`src/rtl/rrd_pkg.sv`:
```
package rrd_pkg;

    localparam int RING_BYTES_DEFAULT = 8192;

    localparam int BYTE_W     = 8;
    localparam int LEN_W      = 13;
    localparam int REL_W      = 13;
    localparam int CNT_W      = 14;
    localparam int CFG_IDX_W  = 1;
    localparam int CFG_DATA_W = 13;

    localparam int HDR_LEN     = 4;
    localparam int REL_BACKOFF = 16;
    // Headroom above the ring size for an unwrapped record end offset.
    localparam int MAX_SPAN_PAD = 8200;

    localparam logic [LEN_W-1:0] MAX_LEN_RESET = 13'd1600;

    typedef enum logic [CFG_IDX_W-1:0] {
        REG_RECEIVE_ENABLE = 1'b0,
        REG_MAX_RECORD_LEN = 1'b1
    } cfg_reg_t;

    typedef struct packed {
        logic [BYTE_W-1:0] frame_byte;
        logic              byte_valid;
        logic              frame_last;
        logic              status_ok;
        logic              size_error;
        logic [REL_W-1:0]  release_offset;
    } rrd_result_t;

endpackage

```
`src/rtl/rrd_channels.sv`:
```
interface rrd_ring_if;
    logic                        valid;
    logic                        ready;
    logic [rrd_pkg::BYTE_W-1:0]  ring_byte;

    modport source (output valid, output ring_byte, input ready);
    modport sink (input valid, input ring_byte, output ready);
endinterface

interface rrd_frame_if;
    logic                        valid;
    logic                        ready;
    logic [rrd_pkg::BYTE_W-1:0]  frame_byte;
    logic                        byte_valid;
    logic                        frame_last;
    logic                        status_ok;
    logic                        size_error;
    logic [rrd_pkg::REL_W-1:0]   release_offset;

    modport source (output valid, output frame_byte, output byte_valid, output frame_last,
                    output status_ok, output size_error, output release_offset,
                    input ready);
    modport sink (input valid, input frame_byte, input byte_valid, input frame_last,
                  input status_ok, input size_error, input release_offset,
                  output ready);
endinterface

```
`src/rtl/rx_ring_record_deframer.sv`:
```
// Receive ring deframer.
// The ring channel carries one ring byte per transfer, in ring order. While
// receive_enable is set, each byte is parsed: a 4-byte little-endian header
// (status word, then size counting frame plus CRC), size-4 frame bytes, then
// the CRC and padding up to the next 4-byte boundary, which are dropped.
// The frame channel carries one transfer per frame byte; the final transfer
// of a record has frame_last, status_ok and release_offset (next record start
// minus 16, 13 bits). An empty frame yields one end marker with byte_valid
// low. A size below 4 or above max_record_len yields one size_error transfer,
// after which every byte is dropped until reset.
// Results are registered in the output buffer. The block takes one ring byte
// every cycle while that buffer has room; all parsing for a byte is done
// in the cycle it is taken. A two-entry output buffer keeps the ring side
// moving while a result waits; ring.ready falls only when both entries are
// held by a stalled receiver. Configuration writes take effect at the next
// cycle. Reset disables receive, restores the limit to 1600 and returns the
// parser to the start of a record at ring offset zero; no clearing pass runs.
module rx_ring_record_deframer #(
    parameter int RING_BYTES = rrd_pkg::RING_BYTES_DEFAULT
) (
    input  logic                            clk,
    input  logic                            rst_n,
    input  logic                            cfg_we,
    input  logic [rrd_pkg::CFG_IDX_W-1:0]   cfg_index,
    input  logic [rrd_pkg::CFG_DATA_W-1:0]  cfg_data,
    rrd_ring_if.sink                        ring,
    rrd_frame_if.source                     frame
);
    import rrd_pkg::*;

    logic         in_fire;
    logic         push;
    logic         room;
    rrd_result_t  result;
    rrd_result_t  head;

    assign in_fire    = ring.valid && ring.ready;
    assign ring.ready = room;

    // Header, count and offset logic for each accepted byte.
    rrd_parser #(
        .RING_BYTES (RING_BYTES)
    ) u_parser (
        .clk       (clk),
        .rst_n     (rst_n),
        .cfg_we    (cfg_we),
        .cfg_index (cfg_index),
        .cfg_data  (cfg_data),
        .in_fire   (in_fire),
        .in_byte   (ring.ring_byte),
        .push      (push),
        .result    (result)
    );

    // Result register plus skid entry toward the frame receiver.
    rrd_outq u_outq (
        .clk       (clk),
        .rst_n     (rst_n),
        .push      (push),
        .din       (result),
        .room      (room),
        .out_valid (frame.valid),
        .out_ready (frame.ready),
        .dout      (head)
    );

    assign frame.frame_byte     = head.frame_byte;
    assign frame.byte_valid     = head.byte_valid;
    assign frame.frame_last     = head.frame_last;
    assign frame.status_ok      = head.status_ok;
    assign frame.size_error     = head.size_error;
    assign frame.release_offset = head.release_offset;

endmodule

```
`src/rtl/rrd_parser.sv`:
```
module rrd_parser #(
    parameter int RING_BYTES = rrd_pkg::RING_BYTES_DEFAULT
) (
    input  logic                             clk,
    input  logic                             rst_n,
    input  logic                             cfg_we,
    input  logic [rrd_pkg::CFG_IDX_W-1:0]    cfg_index,
    input  logic [rrd_pkg::CFG_DATA_W-1:0]   cfg_data,
    input  logic                             in_fire,
    input  logic [rrd_pkg::BYTE_W-1:0]       in_byte,
    output logic                             push,
    output rrd_pkg::rrd_result_t             result
);
    import rrd_pkg::*;

    localparam int OW = $clog2(RING_BYTES);
    localparam int EW = $clog2(RING_BYTES + MAX_SPAN_PAD);
    localparam logic [EW-1:0] RING_E = EW'(RING_BYTES);

    localparam logic [1:0] PH_HEADER = 2'd0;
    localparam logic [1:0] PH_DATA   = 2'd1;
    localparam logic [1:0] PH_SKIP   = 2'd2;
    localparam logic [1:0] PH_HALT   = 2'd3;

    logic               enable_reg, enable_next;
    logic [LEN_W-1:0]   max_len_reg, max_len_next;
    logic [1:0]         phase_reg, phase_next;
    logic [CNT_W-1:0]   count_reg, count_next;
    logic               status_ok_reg, status_ok_next;
    logic [BYTE_W-1:0]  size_lo_reg, size_lo_next;
    logic [LEN_W-1:0]   rec_size_reg, rec_size_next;
    logic [CNT_W-1:0]   span_reg, span_next;
    logic [OW-1:0]      read_off_reg, read_off_next;
    logic [EW-1:0]      next_off_reg, next_off_next;

    logic [2*BYTE_W-1:0] hdr_size;
    logic                size_bad;
    logic [EW-1:0]       end_sum;
    logic [EW-1:0]       end_aligned;
    logic [CNT_W-1:0]    hdr_span;
    logic [CNT_W-1:0]    count_inc;
    logic [EW-1:0]       hdr_wrapped;
    logic [EW-1:0]       next_off_wrapped;
    logic                work;

    // One conditional subtract of the ring size; the stored next offset is
    // brought below the ring size a step per cycle well before it is used.
    function automatic logic [EW-1:0] wrap_once(input logic [EW-1:0] v);
        return (v >= RING_E) ? v - RING_E : v;
    endfunction

    function automatic logic [REL_W-1:0] release_of(input logic [EW-1:0] off);
        logic [REL_W-1:0] low;
        low = REL_W'(off);
        return low - REL_W'(REL_BACKOFF);
    endfunction

    assign hdr_size         = {in_byte, size_lo_reg};
    assign size_bad         = (hdr_size < 16'(HDR_LEN)) || (hdr_size > 16'(max_len_reg));
    assign end_sum          = EW'(read_off_reg) + EW'(hdr_size[LEN_W-1:0]) + EW'(HDR_LEN + 3);
    assign end_aligned      = {end_sum[EW-1:2], 2'b00};
    assign hdr_span         = CNT_W'(end_aligned - EW'(read_off_reg));
    assign count_inc        = count_reg + CNT_W'(1);
    assign hdr_wrapped      = wrap_once(end_aligned);
    assign next_off_wrapped = wrap_once(next_off_reg);
    assign work             = in_fire && enable_reg && (phase_reg != PH_HALT);

    always_comb
    begin
        enable_next    = enable_reg;
        max_len_next   = max_len_reg;
        phase_next     = phase_reg;
        count_next     = count_reg;
        status_ok_next = status_ok_reg;
        size_lo_next   = size_lo_reg;
        rec_size_next  = rec_size_reg;
        span_next      = span_reg;
        read_off_next  = read_off_reg;
        next_off_next  = next_off_wrapped;
        push           = 1'b0;
        result         = '0;

        if (cfg_we)
        begin
            unique case (cfg_index)
                REG_RECEIVE_ENABLE: enable_next  = cfg_data[0];
                REG_MAX_RECORD_LEN: max_len_next = cfg_data[LEN_W-1:0];
                default: ;
            endcase
        end

        if (work)
        begin
            count_next = count_inc;
            unique case (phase_reg)
                PH_HEADER:
                begin
                    unique case (count_reg[1:0])
                        2'd0: status_ok_next = in_byte[0];
                        2'd1: ;
                        2'd2: size_lo_next = in_byte;
                        2'd3:
                        begin
                            if (size_bad)
                            begin
                                push              = 1'b1;
                                result.size_error = 1'b1;
                                phase_next        = PH_HALT;
                            end
                            else
                            begin
                                rec_size_next = hdr_size[LEN_W-1:0];
                                span_next     = hdr_span;
                                next_off_next = hdr_wrapped;
                                if (hdr_size == 16'(HDR_LEN))
                                begin
                                    // Empty frame: a single end marker.
                                    push                  = 1'b1;
                                    result.frame_last     = 1'b1;
                                    result.status_ok      = status_ok_reg;
                                    result.release_offset = release_of(hdr_wrapped);
                                    phase_next            = PH_SKIP;
                                end
                                else
                                begin
                                    phase_next = PH_DATA;
                                end
                            end
                        end
                    endcase
                end
                PH_DATA:
                begin
                    push              = 1'b1;
                    result.frame_byte = in_byte;
                    result.byte_valid = 1'b1;
                    if (count_inc == CNT_W'(rec_size_reg))
                    begin
                        result.frame_last     = 1'b1;
                        result.status_ok      = status_ok_reg;
                        result.release_offset = release_of(next_off_wrapped);
                        phase_next            = PH_SKIP;
                    end
                end
                PH_SKIP:
                begin
                    if (count_inc >= span_reg)
                    begin
                        read_off_next  = OW'(next_off_wrapped);
                        count_next     = '0;
                        status_ok_next = 1'b0;
                        phase_next     = PH_HEADER;
                    end
                end
                PH_HALT: ;
            endcase
        end
    end

    always_ff @(posedge clk or negedge rst_n)
    begin
        if (!rst_n)
        begin
            enable_reg    <= 1'b0;
            max_len_reg   <= MAX_LEN_RESET;
            phase_reg     <= PH_HEADER;
            count_reg     <= '0;
            status_ok_reg <= 1'b0;
            size_lo_reg   <= '0;
            rec_size_reg  <= '0;
            span_reg      <= '0;
            read_off_reg  <= '0;
            next_off_reg  <= '0;
        end
        else
        begin
            enable_reg    <= enable_next;
            max_len_reg   <= max_len_next;
            phase_reg     <= phase_next;
            count_reg     <= count_next;
            status_ok_reg <= status_ok_next;
            size_lo_reg   <= size_lo_next;
            rec_size_reg  <= rec_size_next;
            span_reg      <= span_next;
            read_off_reg  <= read_off_next;
            next_off_reg  <= next_off_next;
        end
    end

endmodule

```
`src/rtl/rrd_outq.sv`:
```
module rrd_outq (
    input  logic                  clk,
    input  logic                  rst_n,
    input  logic                  push,
    input  rrd_pkg::rrd_result_t  din,
    output logic                  room,
    output logic                  out_valid,
    input  logic                  out_ready,
    output rrd_pkg::rrd_result_t  dout
);
    import rrd_pkg::*;

    logic [1:0]   count_reg, count_next;
    rrd_result_t  q0_reg, q0_next;
    rrd_result_t  q1_reg, q1_next;
    logic         pop;

    assign room      = (count_reg != 2'd2);
    assign out_valid = (count_reg != 2'd0);
    assign pop       = out_valid && out_ready;
    assign dout      = q0_reg;

    always_comb
    begin
        count_next = count_reg + {1'b0, push} - {1'b0, pop};
        q0_next    = q0_reg;
        q1_next    = q1_reg;
        if (pop)
        begin
            q0_next = q1_reg;
        end
        if (push)
        begin
            if ((count_reg == 2'd0) || ((count_reg == 2'd1) && pop))
            begin
                q0_next = din;
            end
            else
            begin
                q1_next = din;
            end
        end
    end

    always_ff @(posedge clk or negedge rst_n)
    begin
        if (!rst_n)
        begin
            count_reg <= 2'd0;
        end
        else
        begin
            count_reg <= count_next;
        end
    end

    always_ff @(posedge clk)
    begin
        q0_reg <= q0_next;
        q1_reg <= q1_next;
    end

endmodule

```
`src/flat_wrapper.sv`:
```
// flat-port wrapper written by rule: the top's interface ports become plain ports
module rx_ring_record_deframer_flat import rrd_pkg::*;
#(
    parameter int RING_BYTES = rrd_pkg::RING_BYTES_DEFAULT
)
  (clk, rst_n, cfg_we, cfg_index, cfg_data, ring_valid, ring_ring_byte, ring_ready, frame_valid, frame_frame_byte, frame_byte_valid, frame_frame_last, frame_status_ok, frame_size_error, frame_release_offset, frame_ready);
  rrd_ring_if ring_i ();
  rrd_frame_if frame_i ();
  input  logic clk;
  input  logic rst_n;
  input  logic cfg_we;
  input  logic [rrd_pkg::CFG_IDX_W-1:0] cfg_index;
  input  logic [rrd_pkg::CFG_DATA_W-1:0] cfg_data;
  input wire logic [$bits(ring_i.valid)-1:0] ring_valid;
  input wire logic [$bits(ring_i.ring_byte)-1:0] ring_ring_byte;
  output wire logic [$bits(ring_i.ready)-1:0] ring_ready;
  output wire logic [$bits(frame_i.valid)-1:0] frame_valid;
  output wire logic [$bits(frame_i.frame_byte)-1:0] frame_frame_byte;
  output wire logic [$bits(frame_i.byte_valid)-1:0] frame_byte_valid;
  output wire logic [$bits(frame_i.frame_last)-1:0] frame_frame_last;
  output wire logic [$bits(frame_i.status_ok)-1:0] frame_status_ok;
  output wire logic [$bits(frame_i.size_error)-1:0] frame_size_error;
  output wire logic [$bits(frame_i.release_offset)-1:0] frame_release_offset;
  input wire logic [$bits(frame_i.ready)-1:0] frame_ready;
  assign ring_i.valid = ring_valid;
  assign ring_i.ring_byte = ring_ring_byte;
  assign ring_ready = ring_i.ready;
  assign frame_valid = frame_i.valid;
  assign frame_frame_byte = frame_i.frame_byte;
  assign frame_byte_valid = frame_i.byte_valid;
  assign frame_frame_last = frame_i.frame_last;
  assign frame_status_ok = frame_i.status_ok;
  assign frame_size_error = frame_i.size_error;
  assign frame_release_offset = frame_i.release_offset;
  assign frame_i.ready = frame_ready;
  rx_ring_record_deframer #(.RING_BYTES(RING_BYTES)) u_core (.clk(clk), .rst_n(rst_n), .cfg_we(cfg_we), .cfg_index(cfg_index), .cfg_data(cfg_data), .ring(ring_i), .frame(frame_i));
endmodule
```
`config.mk`:
```
export PLATFORM = sky130hd
export DESIGN_NAME = rx_ring_record_deframer_flat
export DESIGN_NICKNAME = d
export VERILOG_FILES = /design/src/rtl/rrd_pkg.sv /design/src/rtl/rrd_channels.sv /design/src/rtl/rx_ring_record_deframer.sv /design/src/rtl/rrd_parser.sv /design/src/rtl/rrd_outq.sv /design/src/flat_wrapper.sv
export SDC_FILE = /design/constraint.sdc
export NUM_CORES = 1
export LEC_CHECK = 0
export ABC_AREA = 1
export BUFFER_PORTS_ARGS = -buffer_cell sky130_fd_sc_hd__buf_2
export CAP_MARGIN = 20
export CORE_MARGIN = 2
export CORE_UTILIZATION = 50
export CTS_BUF_LIST = sky130_fd_sc_hd__clkbuf_16
export DETAILED_ROUTE_END_ITERATION = 8
export PLACE_DENSITY = 0.71
export SYNTH_ARGS = -nofsm -noshare
export SYNTH_HDL_FRONTEND = slang
export SYNTH_SLANG_ARGS = --single-unit
```
`constraint.sdc`:
```
create_clock -name clk -period 6.9 [get_ports clk]
set_input_delay 1.38 -clock clk [delete_from_list [all_inputs] [get_ports clk]]
set_output_delay 1.38 -clock clk [all_outputs]
set_load 0.03 [all_outputs]
```
Yosys cells after proc, flatten, opt, wreduce, memory -nomap -nowiden
Cells that the tools add are included.
{"block": "word_totals", "out_inout_bits": 27, "word_cells": 113, "ff_bits": 146}
{"block": "classes", "reduce_logical": 21, "n_bitwise": 3, "addsub": 10, "mux": 38, "eq_ne": 13, "magnitude_cmp": 5}
{"cell": "$mux 25", "n": 4}
{"cell": "$mux 15", "n": 6}
{"cell": "$mux 13", "n": 3}
{"cell": "$ge 15x14->1 const B", "n": 2}
{"cell": "$sub 15x14->15 const B", "n": 2}
{"cell": "$mux 14", "n": 2}
{"cell": "$pmux 13 s2", "n": 1}
{"cell": "$sub 13x5->13 const B", "n": 2}
{"cell": "$eq 16x3->1 const B", "n": 1}
{"cell": "$gt 16x13->1", "n": 1}
{"cell": "$lt 16x3->1 const B", "n": 1}
{"cell": "$mux 16", "n": 1}
{"cell": "$mux 2", "n": 8}
{"cell": "$add 14x3->15 const B", "n": 1}
{"cell": "$add 13x13->14", "n": 1}
{"cell": "$add 14x1->14 const B", "n": 1}
{"cell": "$eq 14x13->1", "n": 1}
{"cell": "$ge 14x14->1", "n": 1}
{"cell": "$sub 14x13->14", "n": 1}
{"cell": "$mux 9", "n": 1}
{"cell": "$mux 1", "n": 8}
{"cell": "$ne 2x2->1 const B", "n": 4}
{"cell": "$reduce_and 4->1", "n": 2}
{"cell": "$eq 2x2->1 const B", "n": 3}
{"cell": "16 further kinds", "n": 32}

Logic depth before layout (Yosys ltp)
{"block": "depth", "depth_word": 12, "mapped_depth": 27, "depth_no_buf": 27}

By module
From an unflattened synthesis, not the netlist that was laid out.
{"block": "unflattened", "cells_unflattened": 1217, "hier_area_um2": 9047.4}
{"module": "rrd_parser", "n_inst": 1, "area_per_inst_um2": 6844.1, "cells_per_inst": 963}
{"module": "rrd_outq", "n_inst": 1, "area_per_inst_um2": 2195.9, "cells_per_inst": 252}
{"module": "rx_ring_record_deframer", "n_inst": 1, "area_per_inst_um2": 7.5, "cells_per_inst": 2}

Least setup slack after synthesis
OpenSTA, ideal clock, no wires.
{"block": "synth_timing", "path_kind": "in2reg", "from": "in ring_ring_byte[3]", "to": "reg u_core.u_outq.q1_reg[10] (netlist name), enable pin", "path_slack_ns": 2.887, "t_arrival_ns": 3.600, "setup_ns": 0.413, "path_stages": 9, "path_cell_list": "ha_1 nand2_1 nor4_2 nand2_1 nand2_1 a21boi_2 nand2_1 nand2_1 a21oi_1"}
{"block": "synth_between", "elab_chain_len": 7}
{"item": "from (decl)", "line": "flat_wrapper.sv:15", "source": "input wire logic [$bits(ring_i.ring_byte)-1:0] ring_ring_byte;"}
{"item": "$lt 16x3->1, or another cell as far along", "line": "rrd_parser.sv:59", "source": "assign size_bad = (hdr_size < 16'(HDR_LEN)) || (hdr_size > 16'(max_len_reg));"}
{"item": "$logic_or 1x1->1 / $mux 1 (equally long branches)", "line": "rrd_parser.sv:59, rrd_parser.sv:115"}
{"item": "$mux 1 (*)", "line": "rrd_parser.sv:104", "source": "if (size_bad)"}
{"item": "$mux 1 (*)", "line": "rrd_parser.sv:98", "source": "unique case (count_reg[1:0])"}
{"item": "$pmux 1 s2 (*)", "line": "rrd_parser.sv:95", "source": "unique case (phase_reg)"}
{"item": "$mux 1 (*)", "line": "rrd_parser.sv:92", "source": "if (work)"}
{"item": "$reduce_and 2->1 (no source line) (*)"}
{"item": "to (signal assigned)", "line": "rrd_outq.sv:60", "source": "q1_reg <= q1_next;"}
{"item": "to (decl)", "line": "rrd_outq.sv:15", "source": "rrd_result_t q1_reg, q1_next;"}
Mark *: on every way between the ends. The rest lies on a longest branch, timed or not.
A chain may end at the register's enable or synchronous reset.

Worst setup path in the final report
{"block": "layout_timing", "from": "in ring_valid", "to": "reg u_core.u_outq.q1_reg[1] (netlist name), enable pin"}
{"block": "layout_between", "elab_chain_len": 5}
{"item": "from (decl)", "line": "flat_wrapper.sv:14", "source": "input wire logic [$bits(ring_i.valid)-1:0] ring_valid;"}
{"item": "$logic_and 1x1->1", "line": "rx_ring_record_deframer.sv:37", "source": "assign in_fire = ring.valid && ring.ready;"}
{"item": "$logic_and 1x1->1 (2 in a row)", "line": "rrd_parser.sv:66", "source": "assign work = in_fire && enable_reg && (phase_reg != PH_HALT);"}
{"item": "$mux 1", "line": "rrd_parser.sv:92"}
{"item": "$reduce_and 2->1 (no source line)"}
Every way passes these cells.

==> results.cfg <==
[setup_path]
ff2ff_path_depth = 24
cp_num_buf_inv = 4
cp-end-kind = flip-flop
critPathLaunchType = primary input
critical-path-slowest-cell = and3_1
timing.critical_path.mode_cell = inv_1
cp_num_cells = 9
required_ns = 7.02
cp.arrival_ns = 4.11
crit_chain = buf_2 -> inv_1 -> nor2_1 -> and3_1 -> inv_1 -> nor3_1 -> nand2_1 -> a21oi_2 -> buf_4
regToRegSetupSlack_ns = 3.27
slowest_delay_ns = 0.86
critical_path_class = in2reg
crit_family = simple AND/OR/NAND/NOR gates
worstPathMaxFanout = 31

[die]
die_h_um = 137
rows = 48
pin_count = 54
core-area_um2 = 17300
fp.dieW_um = 137
initial_utilization_pct = 51.0
dieArea_um2 = 18700

[sta]
worst_pin_slew_ns = 1.05
post-route-min-period_ns = 3.99
fin_skew_ns = 0.00757
worst_slack_ns = 2.91
setup_viol = 0
clock.fmax_mhz = 251
whs_ns = 0.468
slew_headroom_pct = 29.8
fin_crit_sh_pct = 57.8
rsz0062_at_grt = no
finalHoldViolations = 0
fin_tns_setup_ns = 0
finalMaxSlewViolations = 0

[cts]
root_buffer = clkbuf_16
cts_sinks = 137
ctsLongestPathBuffers = 2
post_cts_buffers = 0
clock_latency_ns = 0.43
htree_levels = 4
cts_hold_buf = 0
path_clk_slew_ns = 0.07
cts-resized-gates = 0
cts_buffers = 17
cts_tree = yes

[yosys]
synth_common_cells = nand2_1, inv_1, dfrtp_1
yosysTopAreaCell = dfrtp_1
postSynthCellCount = 1188
synth.avg_cell_area_um2 = 7.43
synthFlopType = dfrtp_1
ys_ff_latch = 137
synthesis.area_um2 = 8830
synthArstFlopShare_pct = 64.2
yosysTopAreaCellShare_pct = 24.1
yosysMostFrequentCell = nand2_1
synth_nets = 1284
synth_edf_count = 24
ys_warn_count = 0
synth.area.top_cells = dfrtp_1, nand2_1, ha_1
synth_cell_types = 47
seq_area_frac_synth_pct = 38.8

[routing]
drt_iter0_drc = 470
drt_pass1_iterations = 5
route.detailed.wl_per_inst_um = 14.7
via_per_inst = 5.26
ant_nets = 0
drt-total-wl_um = 21700
drcViolationCount = 0
vias = 7743

[power_and_ir_drop]
pwr-share-seq_pct = 23.2
p_clk_share_pct = 18.2
switching_share_pct = 49.6
power_frac_comb_pct = 58.6
internal-power_mw = 2.74
ir_worst_vdd_v = 0.000331
switchingPower_mw = 2.70
pwr_density_cell_nw_per_um2 = 548
p_leak_nw = 4.98
p_total_mw = 5.44

[finish]
area_growth_pct = 12.5
diodes = 0
fin_area_um2 = 9930
largest_reg_flops = 25
final_net_count = 1330
drive_gt1_share_pct = 10.9
final_util_pct = 57.4
final_cells = 1472

[global_routing]
antenna_found_initial = 0
grt_pass1_wl_um = 35200
overflow = 0
grt_pass1_vias = 7252
grt_usage_pct = 24.2
grt_max_degree = 58

[placed_design]
place_ws_ns = 2.31
placed_cells = 1439
place.gp.congestion = 0.885
post-dp-hpwl_um = 16300
numPortBuffers = 53
placed_cell_area_um2 = 9280

[worst_hold_path]
whs_path_depth = 2
hp-class = reg2reg

[outcome]
status = finished clean

[job]
cap_violations = 0
-- final timing paths --
path | from | endpoint
worst min-delay path | u_core.u_outq.dout[0] | u_core.u_outq.dout[0]
min in group asynchronous | rst_n | u_core.u_parser.max_len_reg[3]
worst min register to register | u_core.u_outq.dout[0] | u_core.u_outq.dout[0]
worst max register to register | u_core.u_parser.size_lo_reg[2] | u_core.u_parser.span_reg[13]
max in group asynchronous | rst_n | u_core.u_parser.span_reg[8]
worst max-delay path | ring_valid | u_core.u_outq.q1_reg[1]
-- metal layers --
metal / share of wire (%) / vias to the layer above / track usage [%]
met5: 0 / - / 0
met4: 1.3 / 0 / 6.36
met3: 6.1 / 24 / 5.52
met2: 46 / 223 / 39.1
met1: 47 / 3557 / 33.0
li1: - / 3939 / -
-- power by group through the flow --
stage / Clock, mW / Sequential [mW] / Combinational (mW)
5_1_grt: 1.03 / 1.30 / 3.64
6_report: 0.989 / 1.26 / 3.19
3_3_place_gp: 0 / 1.27 / 3.08
2_1_floorplan: 0 / 1.37 / 2.31
4_1_cts: 0.998 / 1.26 / 3.18
3_5_place_dp: 0 / 1.28 / 3.14
-- worst reg2reg max path: cells and delay by family (launching register included) --
family	cells	cell delay, ns
buf+inv	3	0.28
simple gates	17	1.62
compound gates	1	0.11
flops	1	0.42
fa+ha+maj	3	1.10
-- cells in the final DEF, fill, tap and decap left out, drive strengths merged, types with 4 or more instances in the layout --
master and instances:
xnor2 5, inv 186, clkbuf 17, a21oi 66, nand4 42, nand3 70
nand3b 5, o211ai 4, buf 60, dfxtp 25, o21ai 87, o21bai 5
nand2 337, nor3 10, nor2 91, ha 68, xor2 17, clkinv 5
mux2i 11, edfxtp 24, dfrtp 85
-- kinds of logic (layout without fill, tap and decap cells) --
family | count (synthesis) | after routing | share of synthesized area [%]
AOI/OAI and AO/OA | 171 | 171 | 10.7
other | 1 | 1 | 0.0425
buffers and inverters | 213 | 272 | 9.51
DFF | 137 | 137 | 38.8
and+or+nand+nor | 562 | 562 | 27.4
adders and majority gates | 69 | 69 | 9.86
muxes | 13 | 13 | 1.50
xor gates and xnor gates | 22 | 22 | 2.18
-- area by class of cell --
| cell class | count | area (um^2) |
|---|---|---|
| Fill cell | 1595 | 7360 |
| Multi-Input combinational cell | 838 | 4580 |
| Sequential cell | 137 | 3430 |
| Inverter | 180 | 676 |
| Clock buffer | 17 | 425 |
| Timing Repair Buffer | 60 | 333 |
| Tap cell | 225 | 282 |
| Clock inverter | 15 | 211 |
No activity file was read; power rests on OpenSTA's default activity.
